File: config.mk
export PLATFORM = sky130hd
export DESIGN_NAME = signed_int_to_decimal_ascii_unit_flat
export DESIGN_NICKNAME = d
export VERILOG_FILES = /design/src/rtl/core/sitoa_pkg.sv /design/src/rtl/core/sitoa_if.sv /design/src/rtl/core/sitoa_bcd_pipe.sv /design/src/rtl/core/signed_int_to_decimal_ascii_unit.sv /design/src/flat_wrapper.sv
export VERILOG_INCLUDE_DIRS = /design/src /design/src/rtl/core
export SDC_FILE = /design/constraint.sdc
export NUM_CORES = 1
export LEC_CHECK = 0
export ABC_CLOCK_PERIOD_IN_PS = 8490
export BUFFER_PORTS_ARGS = -buffer_cell sky130_fd_sc_hd__buf_2
export CORE_MARGIN = 4
export CORE_UTILIZATION = 55
export DETAILED_ROUTE_END_ITERATION = 6
export GPL_ROUTABILITY_DRIVEN = 0
export PLACE_DENSITY = 0.69
export SETUP_SLACK_MARGIN = 0.05
export SYNTH_ARGS = -nofsm -noshare
export SYNTH_HDL_FRONTEND = slang
export SYNTH_SLANG_ARGS = --single-unit
File: constraint.sdc
create_clock -name clk -period 8.49 [get_ports clk]
set_clock_uncertainty 0.1 [all_clocks]
set_input_delay 0.4245 -clock clk [delete_from_list [all_inputs] [get_ports clk]]
set_output_delay 0.4245 -clock clk [all_outputs]
set_load 0.05 [all_outputs]
File: src/rtl/core/assert_macros.svh
// Assertion macros shared by the RTL.
// Expects clk and rst_n in the scope of use.
`ifndef ASSERT_MACROS_SVH
`define ASSERT_MACROS_SVH

// Property holds on every clock edge out of reset.
`define SITOA_ASSERT(lbl, prop, msg) \
  lbl: assert property (@(posedge clk) disable iff (!rst_n) (prop)) else $error(msg);

// Condition in a cycle implies a condition in the next.
`define SITOA_ASSERT_NEXT(lbl, pre, post, msg) \
  lbl: assert property (@(posedge clk) disable iff (!rst_n) (pre) |=> (post)) else $error(msg);

`endif

File: src/rtl/core/sitoa_pkg.sv
// Package for the signed integer to decimal ASCII unit.
// Widths, character codes, result struct and the double-dabble step.
`timescale 1ns / 1ps

package sitoa_pkg;

  localparam int VALUE_WIDTH     = 32;
  localparam int IN_WIDTH        = 32;
  localparam int CHAR_WIDTH      = 6;
  localparam int DIGITS          = ((VALUE_WIDTH * 1233) >> 12) + 1;
  localparam int BCD_WIDTH       = DIGITS * 4;
  localparam int DIG_IDX_W       = $clog2(DIGITS);
  localparam int SHIFT_WIDTH     = BCD_WIDTH + VALUE_WIDTH;
  localparam int STEPS_PER_STAGE = 8;
  localparam int DD_STAGES       = (VALUE_WIDTH + STEPS_PER_STAGE - 1) / STEPS_PER_STAGE;

  localparam logic [CHAR_WIDTH-1:0] CHAR_ZERO  = 6'd48;
  localparam logic [CHAR_WIDTH-1:0] CHAR_MINUS = 6'd45;
  localparam logic [3:0]            RADIX      = 4'd10;
  localparam logic [3:0]            DD_THRESH  = 4'd5;
  localparam logic [3:0]            DD_ADJ     = 4'd3;

  typedef struct packed {
    logic                 neg;
    logic [BCD_WIDTH-1:0] bcd;
    logic [DIG_IDX_W-1:0] top;
  } sitoa_num_t;

  // One double-dabble iteration: adjust every BCD digit, then shift left.
  function automatic logic [SHIFT_WIDTH-1:0] dd_step(input logic [SHIFT_WIDTH-1:0] s);
    logic [SHIFT_WIDTH-1:0] t;
    t = s;
    for (int d = 0; d < DIGITS; d++) begin
      if (t[VALUE_WIDTH + 4*d +: 4] >= DD_THRESH) begin
        t[VALUE_WIDTH + 4*d +: 4] = t[VALUE_WIDTH + 4*d +: 4] + DD_ADJ;
      end
    end
    return {t[SHIFT_WIDTH-2:0], 1'b0};
  endfunction

endpackage

File: src/rtl/core/sitoa_if.sv
// Valid/ready channel interfaces for the integer to ASCII unit.
// Depends on sitoa_pkg.
`timescale 1ns / 1ps

interface sitoa_in_if;
  logic                                   valid;
  logic                                   ready;
  logic signed [sitoa_pkg::IN_WIDTH-1:0]  value;

  modport source (output valid, output value, input ready);
  modport sink   (input valid, input value, output ready);
endinterface

interface sitoa_out_if;
  logic                                valid;
  logic                                ready;
  logic [sitoa_pkg::CHAR_WIDTH-1:0]    text_char;
  logic                                last_char;

  modport source (output valid, output text_char, output last_char, input ready);
  modport sink   (input valid, input text_char, input last_char, output ready);
endinterface

File: src/rtl/core/sitoa_bcd_pipe.sv
// Binary magnitude to BCD pipeline: sign strip, staged double dabble,
// leading digit search. Depends on sitoa_pkg.
`timescale 1ns / 1ps

module sitoa_bcd_pipe (
  input  logic                                clk,
  input  logic                                rst_n,
  input  logic                                in_valid,
  output logic                                in_ready,
  input  logic [sitoa_pkg::VALUE_WIDTH-1:0]   in_value,
  output logic                                out_valid,
  input  logic                                out_ready,
  output sitoa_pkg::sitoa_num_t               out_num
);

  localparam int VW = sitoa_pkg::VALUE_WIDTH;
  localparam int SW = sitoa_pkg::SHIFT_WIDTH;
  localparam int NS = sitoa_pkg::DD_STAGES;
  localparam int SP = sitoa_pkg::STEPS_PER_STAGE;

  logic          v_r   [0:NS];
  logic          neg_r [0:NS];
  logic [SW-1:0] sh_r  [0:NS];
  logic [SW-1:0] sh_nxt[1:NS];
  logic          adv   [0:NS];

  logic                            vf_r;
  logic                            advf;
  sitoa_pkg::sitoa_num_t           num_r;
  logic [sitoa_pkg::DIG_IDX_W-1:0] top_nxt;
  logic                            neg_in;
  logic [VW-1:0]                   mag_in;

  assign advf = !vf_r || out_ready;

  always_comb begin
    adv[NS] = !v_r[NS] || advf;
    for (int k = NS - 1; k >= 0; k--) begin
      adv[k] = !v_r[k] || adv[k+1];
    end
  end

  always_comb begin
    logic [SW-1:0] s;
    for (int k = 1; k <= NS; k++) begin
      s = sh_r[k-1];
      for (int i = 0; i < SP; i++) begin
        if ((k-1) * SP + i < VW) begin
          s = sitoa_pkg::dd_step(s);
        end
      end
      sh_nxt[k] = s;
    end
  end

  assign in_ready = adv[0];
  assign neg_in   = in_value[VW-1];
  assign mag_in   = neg_in ? (~in_value + VW'(1)) : in_value;

  always_ff @(posedge clk) begin
    if (!rst_n) begin
      for (int k = 0; k <= NS; k++) begin
        v_r[k] <= 1'b0;
      end
      vf_r <= 1'b0;
    end else begin
      if (adv[0]) begin
        v_r[0] <= in_valid;
      end
      for (int k = 1; k <= NS; k++) begin
        if (adv[k]) begin
          v_r[k] <= v_r[k-1];
        end
      end
      if (advf) begin
        vf_r <= v_r[NS];
      end
    end
  end

  // Highest nonzero digit; zero keeps index 0 so one '0' is sent.
  always_comb begin
    top_nxt = '0;
    for (int d = 0; d < sitoa_pkg::DIGITS; d++) begin
      if (sh_r[NS][VW + 4*d +: 4] != 4'd0) begin
        top_nxt = sitoa_pkg::DIG_IDX_W'(d);
      end
    end
  end

  always_ff @(posedge clk) begin
    if (in_valid && adv[0]) begin
      sh_r[0]  <= {{sitoa_pkg::BCD_WIDTH{1'b0}}, mag_in};
      neg_r[0] <= neg_in;
    end
    for (int k = 1; k <= NS; k++) begin
      if (adv[k] && v_r[k-1]) begin
        sh_r[k]  <= sh_nxt[k];
        neg_r[k] <= neg_r[k-1];
      end
    end
    if (advf && v_r[NS]) begin
      num_r.neg <= neg_r[NS];
      num_r.bcd <= sh_r[NS][SW-1:VW];
      num_r.top <= top_nxt;
    end
  end

  assign out_valid = vf_r;
  assign out_num   = num_r;

endmodule

File: src/rtl/core/signed_int_to_decimal_ascii_unit.sv
// Signed integer to decimal ASCII unit, top level.
// Depends on sitoa_pkg, sitoa_if, sitoa_bcd_pipe and assert_macros.svh.
//
// Each accepted item is a signed integer; the unit sends its decimal text
// one character per result item, minus sign first when negative, no leading
// zeros, last_char set on the final character. A number has 1 to 11
// characters at 32 bits, and the next number's text is loaded as the last
// character of the one before is taken. The character serializer at the
// output sends one character per cycle while out_ch.ready is high. From
// an accepted item to its first character the path runs through the input
// register, four double-dabble stages of eight shifts each, the leading
// digit search and the serializer register. The conversion pipeline keeps
// taking items while the serializer is busy until it fills up.
`timescale 1ns / 1ps
`include "assert_macros.svh"

module signed_int_to_decimal_ascii_unit (
  input  logic              clk,
  input  logic              rst_n,
  sitoa_in_if.sink          in_ch,
  sitoa_out_if.source       out_ch
);

  logic                                pipe_valid;
  logic                                pipe_ready;
  sitoa_pkg::sitoa_num_t               pipe_num;

  logic                                busy_r, busy_nxt;
  logic                                sign_r, sign_nxt;
  logic [sitoa_pkg::DIG_IDX_W-1:0]     idx_r, idx_nxt;
  logic [sitoa_pkg::BCD_WIDTH-1:0]     digits_r;
  logic [3:0]                          cur_digit;
  logic                                last;
  logic                                out_hs;
  logic                                done;
  logic                                load;

  sitoa_bcd_pipe u_bcd_pipe (
    .clk       (clk),
    .rst_n     (rst_n),
    .in_valid  (in_ch.valid),
    .in_ready  (in_ch.ready),
    .in_value  (in_ch.value[sitoa_pkg::VALUE_WIDTH-1:0]),
    .out_valid (pipe_valid),
    .out_ready (pipe_ready),
    .out_num   (pipe_num)
  );

  assign cur_digit  = digits_r[{idx_r, 2'b00} +: 4];
  assign last       = !sign_r && (idx_r == '0);
  assign out_hs     = busy_r && out_ch.ready;
  assign done       = out_hs && last;
  assign pipe_ready = !busy_r || done;
  assign load       = pipe_valid && pipe_ready;

  always_comb begin
    busy_nxt = busy_r;
    sign_nxt = sign_r;
    idx_nxt  = idx_r;
    if (load) begin
      busy_nxt = 1'b1;
      sign_nxt = pipe_num.neg;
      idx_nxt  = pipe_num.top;
    end else if (done) begin
      busy_nxt = 1'b0;
    end else if (out_hs) begin
      if (sign_r) begin
        sign_nxt = 1'b0;
      end else begin
        idx_nxt = idx_r - 1'b1;
      end
    end
  end

  always_ff @(posedge clk) begin
    if (!rst_n) begin
      busy_r <= 1'b0;
      sign_r <= 1'b0;
      idx_r  <= '0;
    end else begin
      busy_r <= busy_nxt;
      sign_r <= sign_nxt;
      idx_r  <= idx_nxt;
    end
  end

  always_ff @(posedge clk) begin
    if (load) begin
      digits_r <= pipe_num.bcd;
    end
  end

  assign out_ch.valid     = busy_r;
  assign out_ch.text_char = sign_r ? sitoa_pkg::CHAR_MINUS
                                   : sitoa_pkg::CHAR_ZERO + {2'b00, cur_digit};
  assign out_ch.last_char = last;

  `SITOA_ASSERT(a_sign_not_last, out_ch.valid && sign_r |-> !out_ch.last_char, "minus sign marked last")
  `SITOA_ASSERT(a_digit_bcd, busy_r && !sign_r |-> cur_digit < sitoa_pkg::RADIX, "digit out of range")
  `SITOA_ASSERT_NEXT(a_run_continues, out_hs && !last, busy_r, "text cut short")
  `SITOA_ASSERT_NEXT(a_run_ends, done && !pipe_valid, !busy_r, "text runs past last char")

endmodule
File: src/flat_wrapper.sv
// flat-port wrapper written by rule: the top's interface ports become plain ports
module signed_int_to_decimal_ascii_unit_flat 
  (clk, rst_n, in_ch_valid, in_ch_value, in_ch_ready, out_ch_valid, out_ch_text_char, out_ch_last_char, out_ch_ready);
  sitoa_in_if in_ch_i ();
  sitoa_out_if out_ch_i ();
  input  logic clk;
  input  logic rst_n;
  input wire logic [$bits(in_ch_i.valid)-1:0] in_ch_valid;
  input wire logic [$bits(in_ch_i.value)-1:0] in_ch_value;
  output wire logic [$bits(in_ch_i.ready)-1:0] in_ch_ready;
  output wire logic [$bits(out_ch_i.valid)-1:0] out_ch_valid;
  output wire logic [$bits(out_ch_i.text_char)-1:0] out_ch_text_char;
  output wire logic [$bits(out_ch_i.last_char)-1:0] out_ch_last_char;
  input wire logic [$bits(out_ch_i.ready)-1:0] out_ch_ready;
  assign in_ch_i.valid = in_ch_valid;
  assign in_ch_i.value = in_ch_value;
  assign in_ch_ready = in_ch_i.ready;
  assign out_ch_valid = out_ch_i.valid;
  assign out_ch_text_char = out_ch_i.text_char;
  assign out_ch_last_char = out_ch_i.last_char;
  assign out_ch_i.ready = out_ch_ready;
  signed_int_to_decimal_ascii_unit u_core (.clk(clk), .rst_n(rst_n), .in_ch(in_ch_i), .out_ch(out_ch_i));
endmodule
* Word-level counts from Yosys, hierarchy flattened
Memories as Yosys holds them, arrays and structs flattened. A register that Yosys moved wholly into a read port is not among the register bits. Cells that the tools add are included.
Operators by class: add/sub/neg operators 323, $lt $le $gt $ge 320, equal/unequal tests 2, shift-type cells 1, muxes and demuxes 370, bitwise gates (word level) 6, reductions and logical operators 40
Operators with widths (count):
- $ge 4x3->1 const B | 320
- $mux 4 | 298
- $add 4x2->4 const B | 288
- $add 3x2->3 const B | 32
- $mux 3 | 32
- $shiftx 40x7->4 | 1
- $mux 1 | 38
- $reduce_bool 4->1 | 9
- $add 32x1->32 const B | 1
- $mux 32 | 1
- $not 32->32 | 1
- $logic_and 1x1->1 | 10
- $logic_not 1->1 | 8
- $logic_or 1x1->1 | 7
- $add 5x5->6 const A | 1
- $mux 6 | 1
- $or 1x1->1 | 5
- $logic_not 4->1 | 1
- $ne 2x2->1 const B | 2
- $reduce_bool 2->1 | 2
- $sub 4x1->4 const B | 1
- $reduce_and 3->1 | 1
- $reduce_and 2->1 | 1
- $reduce_or 2->1 | 1
Storage, ports and cells: flip-flop bits (word level) 91, RAM bits 370, input port bits 36, output and inout port bits 9, word-level logic and storage cells 1073, memories kept 3
Memory list:
- u_core.u_bcd_pipe.sh_r | depth 5, bits a word 72, rd ports 5, clocked after Yosys merged registers in 0, wr ports 5, line sitoa_bcd_pipe.sv:23 | logic [SW-1:0] sh_r [0:NS];
- u_core.u_bcd_pipe.neg_r | depth 5, bits a word 1, rd ports 5, clocked after Yosys merged registers in 1, wr ports 5, line sitoa_bcd_pipe.sv:22 | logic neg_r [0:NS];
- u_core.u_bcd_pipe.v_r | depth 5, bits a word 1, rd ports 5, clocked after Yosys merged registers in 0, wr ports 5, line sitoa_bcd_pipe.sv:21 | logic v_r [0:NS];

* Depth between registers and ports, before layout
An unclocked memory read counts as a cell.
depth after elaboration 17, gate-level depth with buffers 38

* Cells and area by module
A second synthesis with hierarchy kept.
Second synthesis, totals: cell total of the unflattened synthesis 3377, area total of the unflattened synthesis 28890.2 µm²
By module, submodules not included:
- sitoa_bcd_pipe | instances 1, cells an instance 3256, area each 26910.8 µm²
- signed_int_to_decimal_ascii_unit | instances 1, cells an instance 121, area each 1979.4 µm²

* Least setup slack after synthesis
OpenSTA, ideal clock, no wires.
kind flip-flop to flip-flop, start point mem u_core.u_bcd_pipe.sh_r[0][268] in the netlist's numbering, end point mem u_core.u_bcd_pipe.sh_r[0][343] in the netlist's numbering (data pin), setup time 262 ps, data arrival time 6853 ps, data required time 8128 ps, path slack 1275 ps, cell stages (with the launch flop) 35, path buffers 1, cells stage by stage edfxtp_1 > inv_1 > ha_1 > and2b_1 > a2bb2oi_1 > nand2_1 > ha_1 > and3b_1 > o211ai_1 > o311ai_0 > o21ai_0 > o21ai_0 > o21ai_0 > and2_1 > inv_1 > ha_1 > a21boi_0 > or3_1 > buf_2 > nor2_1 > a21oi_1 > ha_1 > nand2b_1 > o32ai_1 > nor2b_1 > a2111oi_2 > nor2_1 > and2_1 > nor2_1 > ha_1 > and3_1 > a311oi_1 > mux2i_1 > or2_1 > mux2_1
RTL lines (line):
- from (decl) | sitoa_bcd_pipe.sv:23

==> impl_metrics.ini <==
[sta]
max_slew_margin_pct = 13.56
fin_setup_tns_ps = 0
drv_slew = 0
timing.hold.ws_ps = 95.61
max_freq_mhz = 125.8
period_share_pct = 93.60
rsz0062_at_grt = yes
worst_pin_slew_ps = 1288
setup_viol = 0
hold_viol = 0
period_minus_slack_ps = 7946

[synth]
yosys_warnings = 0
synth_cell_types = 122
synth.top_cells.by_area = edfxtp_1, ha_1, o21ai_0, a21oi_1, nor2_1
synth_area_um2 = 28460
synth_seq_cells = 284
syn_nets = 3535
ys_top_cells_by_count = nor2_1, nand2_1, edfxtp_1
yosysTopAreaCell = edfxtp_1
synth_top_cell_area_share_pct = 29.23
syn-instance-count = 3353
synth_most_common_cell = nor2_1
avgSynthCellArea_um2 = 8.488
synth_edf_count = 277
async_reset_ff_share_pct = 0
ys_seq_area_share_pct = 29.72
synthFlopType = edfxtp_1

[floorplanning]
start_util_pct = 55.48
dieWidth_um = 235.5
core_um2 = 51300
io_pins = 45
die_h_um = 235.5
dieArea_um2 = 55450
core.rowCount = 83

[worst_setup_path]
max_stage_delay_ps = 540
start_kind = flip-flop
required_ps = 8670
worstPathArrival_ps = 8120
critPathMaxFanout = 9
criticalPathCategory = reg2reg
cp_slowest_cell = or3_1
end_kind = flip-flop
cp_common_cell = ha_1

[clock_tree]
post_cts_buffers = 0
cts_buffers = 34
clock_path_buffers = 3
htreeDepth = 2
cts.clk_slew.worst_paths_ps = 60
cts_sinks = 284
clockRootBuffer = clkbuf_16
cts_tree = yes
clk_latency_ps = 530

[cells_and_area]
fin_area_um2 = 30370
insertedDiodeCount = 0
fin_nets = 3522
area.growth.synth_to_final_pct = 6.700
drive_gt1_share_pct = 9.575
postLayoutCoreUtil_pct = 59.19

[routing]
num_vias = 24840
drt-initial-drc-count = 1500
drt-total-wl_um = 58390
drc = 4
drtPass1Iterations = 7
wl_per_cell_um = 14.44
drtAntennaViolNets = 0
via_per_inst = 6.143

[status]
violations = DRC
status = finished with violations

[job]
maxCapViolations = 0

[grt]
grt_max_degree = 52
antenna_found_initial = 0
grt_pass1_wl_um = 101000
grt_overflow = 0
grt_usage_pct = 20.11
grt_pass1_vias = 22970

[place]
port_buffers = 43
dp_hpwl_um = 44320
postPlaceCellArea_um2 = 29210

[worst_hold_path]
hp-class = in2reg
==> worst max-delay path: cells and delay by family, from the launching register on <==
family	cells	cell delay, ps
adder cells (fa/ha/maj)	5	1320
AO/OA/AOI/OAI	11	2200
AND/OR/NAND/NOR	13	2860
flip-flops	1	500
multiplexers	2	460
buffers and inverters	2	250
==> area by class of cell <==
cell class	count	area, um2
clock buffer	41	918.4
clock inverter	18	200.2
fill	4366	20930
inverter	206	773.2
multi-input combinational	2765	18900
sequential	284	8458
tap	680	850.8
timing repair buffer	49	262.8
==> path summary, 6_finish.rpt <==
path,slack (ps),cells after the start,end,start
max,540,33,u_core.u_bcd_pipe.sh_r[0][343],u_core.u_bcd_pipe.sh_r[0][268]
min,100,2,u_core.u_bcd_pipe.sh_r[0][17],in_ch_value[17]
max reg2reg,540,33,u_core.u_bcd_pipe.sh_r[0][343],u_core.u_bcd_pipe.sh_r[0][268]
min reg2reg,310,0,u_core.u_bcd_pipe.sh_r[0][165],u_core.u_bcd_pipe.sh_r[0][85]
==> cell usage in the layout, fill, tap and decap left out, types with 16 or more instances in the layout <==
cell type / count
nor3_1: 82
nand2b_1: 73
mux2_2: 57
buf_2: 43
a21boi_0: 27
mux2i_1: 107
a21oi_1: 219
or4_1: 16
and2_1: 46
or3_1: 30
o21ai_0: 250
a31oi_1: 40
a22oi_1: 31
o21a_1: 45
nand3b_1: 21
inv_1: 200
nand3_1: 83
a21o_1: 35
o21ai_1: 27
a211o_1: 23
o31ai_1: 30
o21bai_1: 17
o22ai_1: 39
nand2_1: 286
edfxtp_1: 277
nand4_1: 16
a31o_2: 16
o211ai_1: 52
xnor2_1: 101
a211oi_1: 59
ha_1: 146
and3_1: 34
nor2_1: 286
xor2_1: 29
or2_2: 37
clkbuf_16: 35
nor2b_1: 45
==> through the flow <==
step | setup WS [ps] | std cells
after floorplan | 1275 | 3353
after global placement | 700.0 | 3983
after detailed placement | 387.4 | 3983
after CTS | 345.5 | 4043
after global routing | 16.17 | 4043
final | 543.6 | 4043
==> metal layers <==
layer	share of wire (%)	GRT usage (%)
met1	45	25.42
met4	1.8	5.197
met2	50	36.40
met3	3.3	2.577
met5	0	0
==> flip-flops by register name, summed over array words and instances, names as in the netlist <==
signal and flops:
u_core.u_bcd_pipe.sh_r 182, u_core.digits_r 40, u_core.out_ch.valid 1, u_core.idx_r 4
u_core.u_bcd_pipe.out_valid 1, u_core.sign_r 1, u_core.u_bcd_pipe.v_r 5, u_core.u_bcd_pipe.neg_r 5
u_core.u_bcd_pipe.out_num 45
==> logic make-up (layout without fill, tap and decap cells) <==
group	count (synthesis)	after routing	synth area share [%]
AOI/OAI and AO/OA	1161	1161	28.21
and+or+nand+nor	1134	1134	19.79
buffers and inverters	304	314	4.150
DFF	284	284	29.72
muxes	180	180	7.065
adders and majority gates	150	150	6.559
xor gates and xnor gates	139	139	4.489
other	1	1	0.01318
==> what timing repair did <==
item                                   CTS  global route
hold buffers                             1             0
resized for setup                        0            10
endpoints found under the hold margin    1             0
setup endpoints to repair                0            19
Power is left out: the tool's default activity adds up to more than one toggle a clock period on the data nets, which glitch-free logic cannot reach.
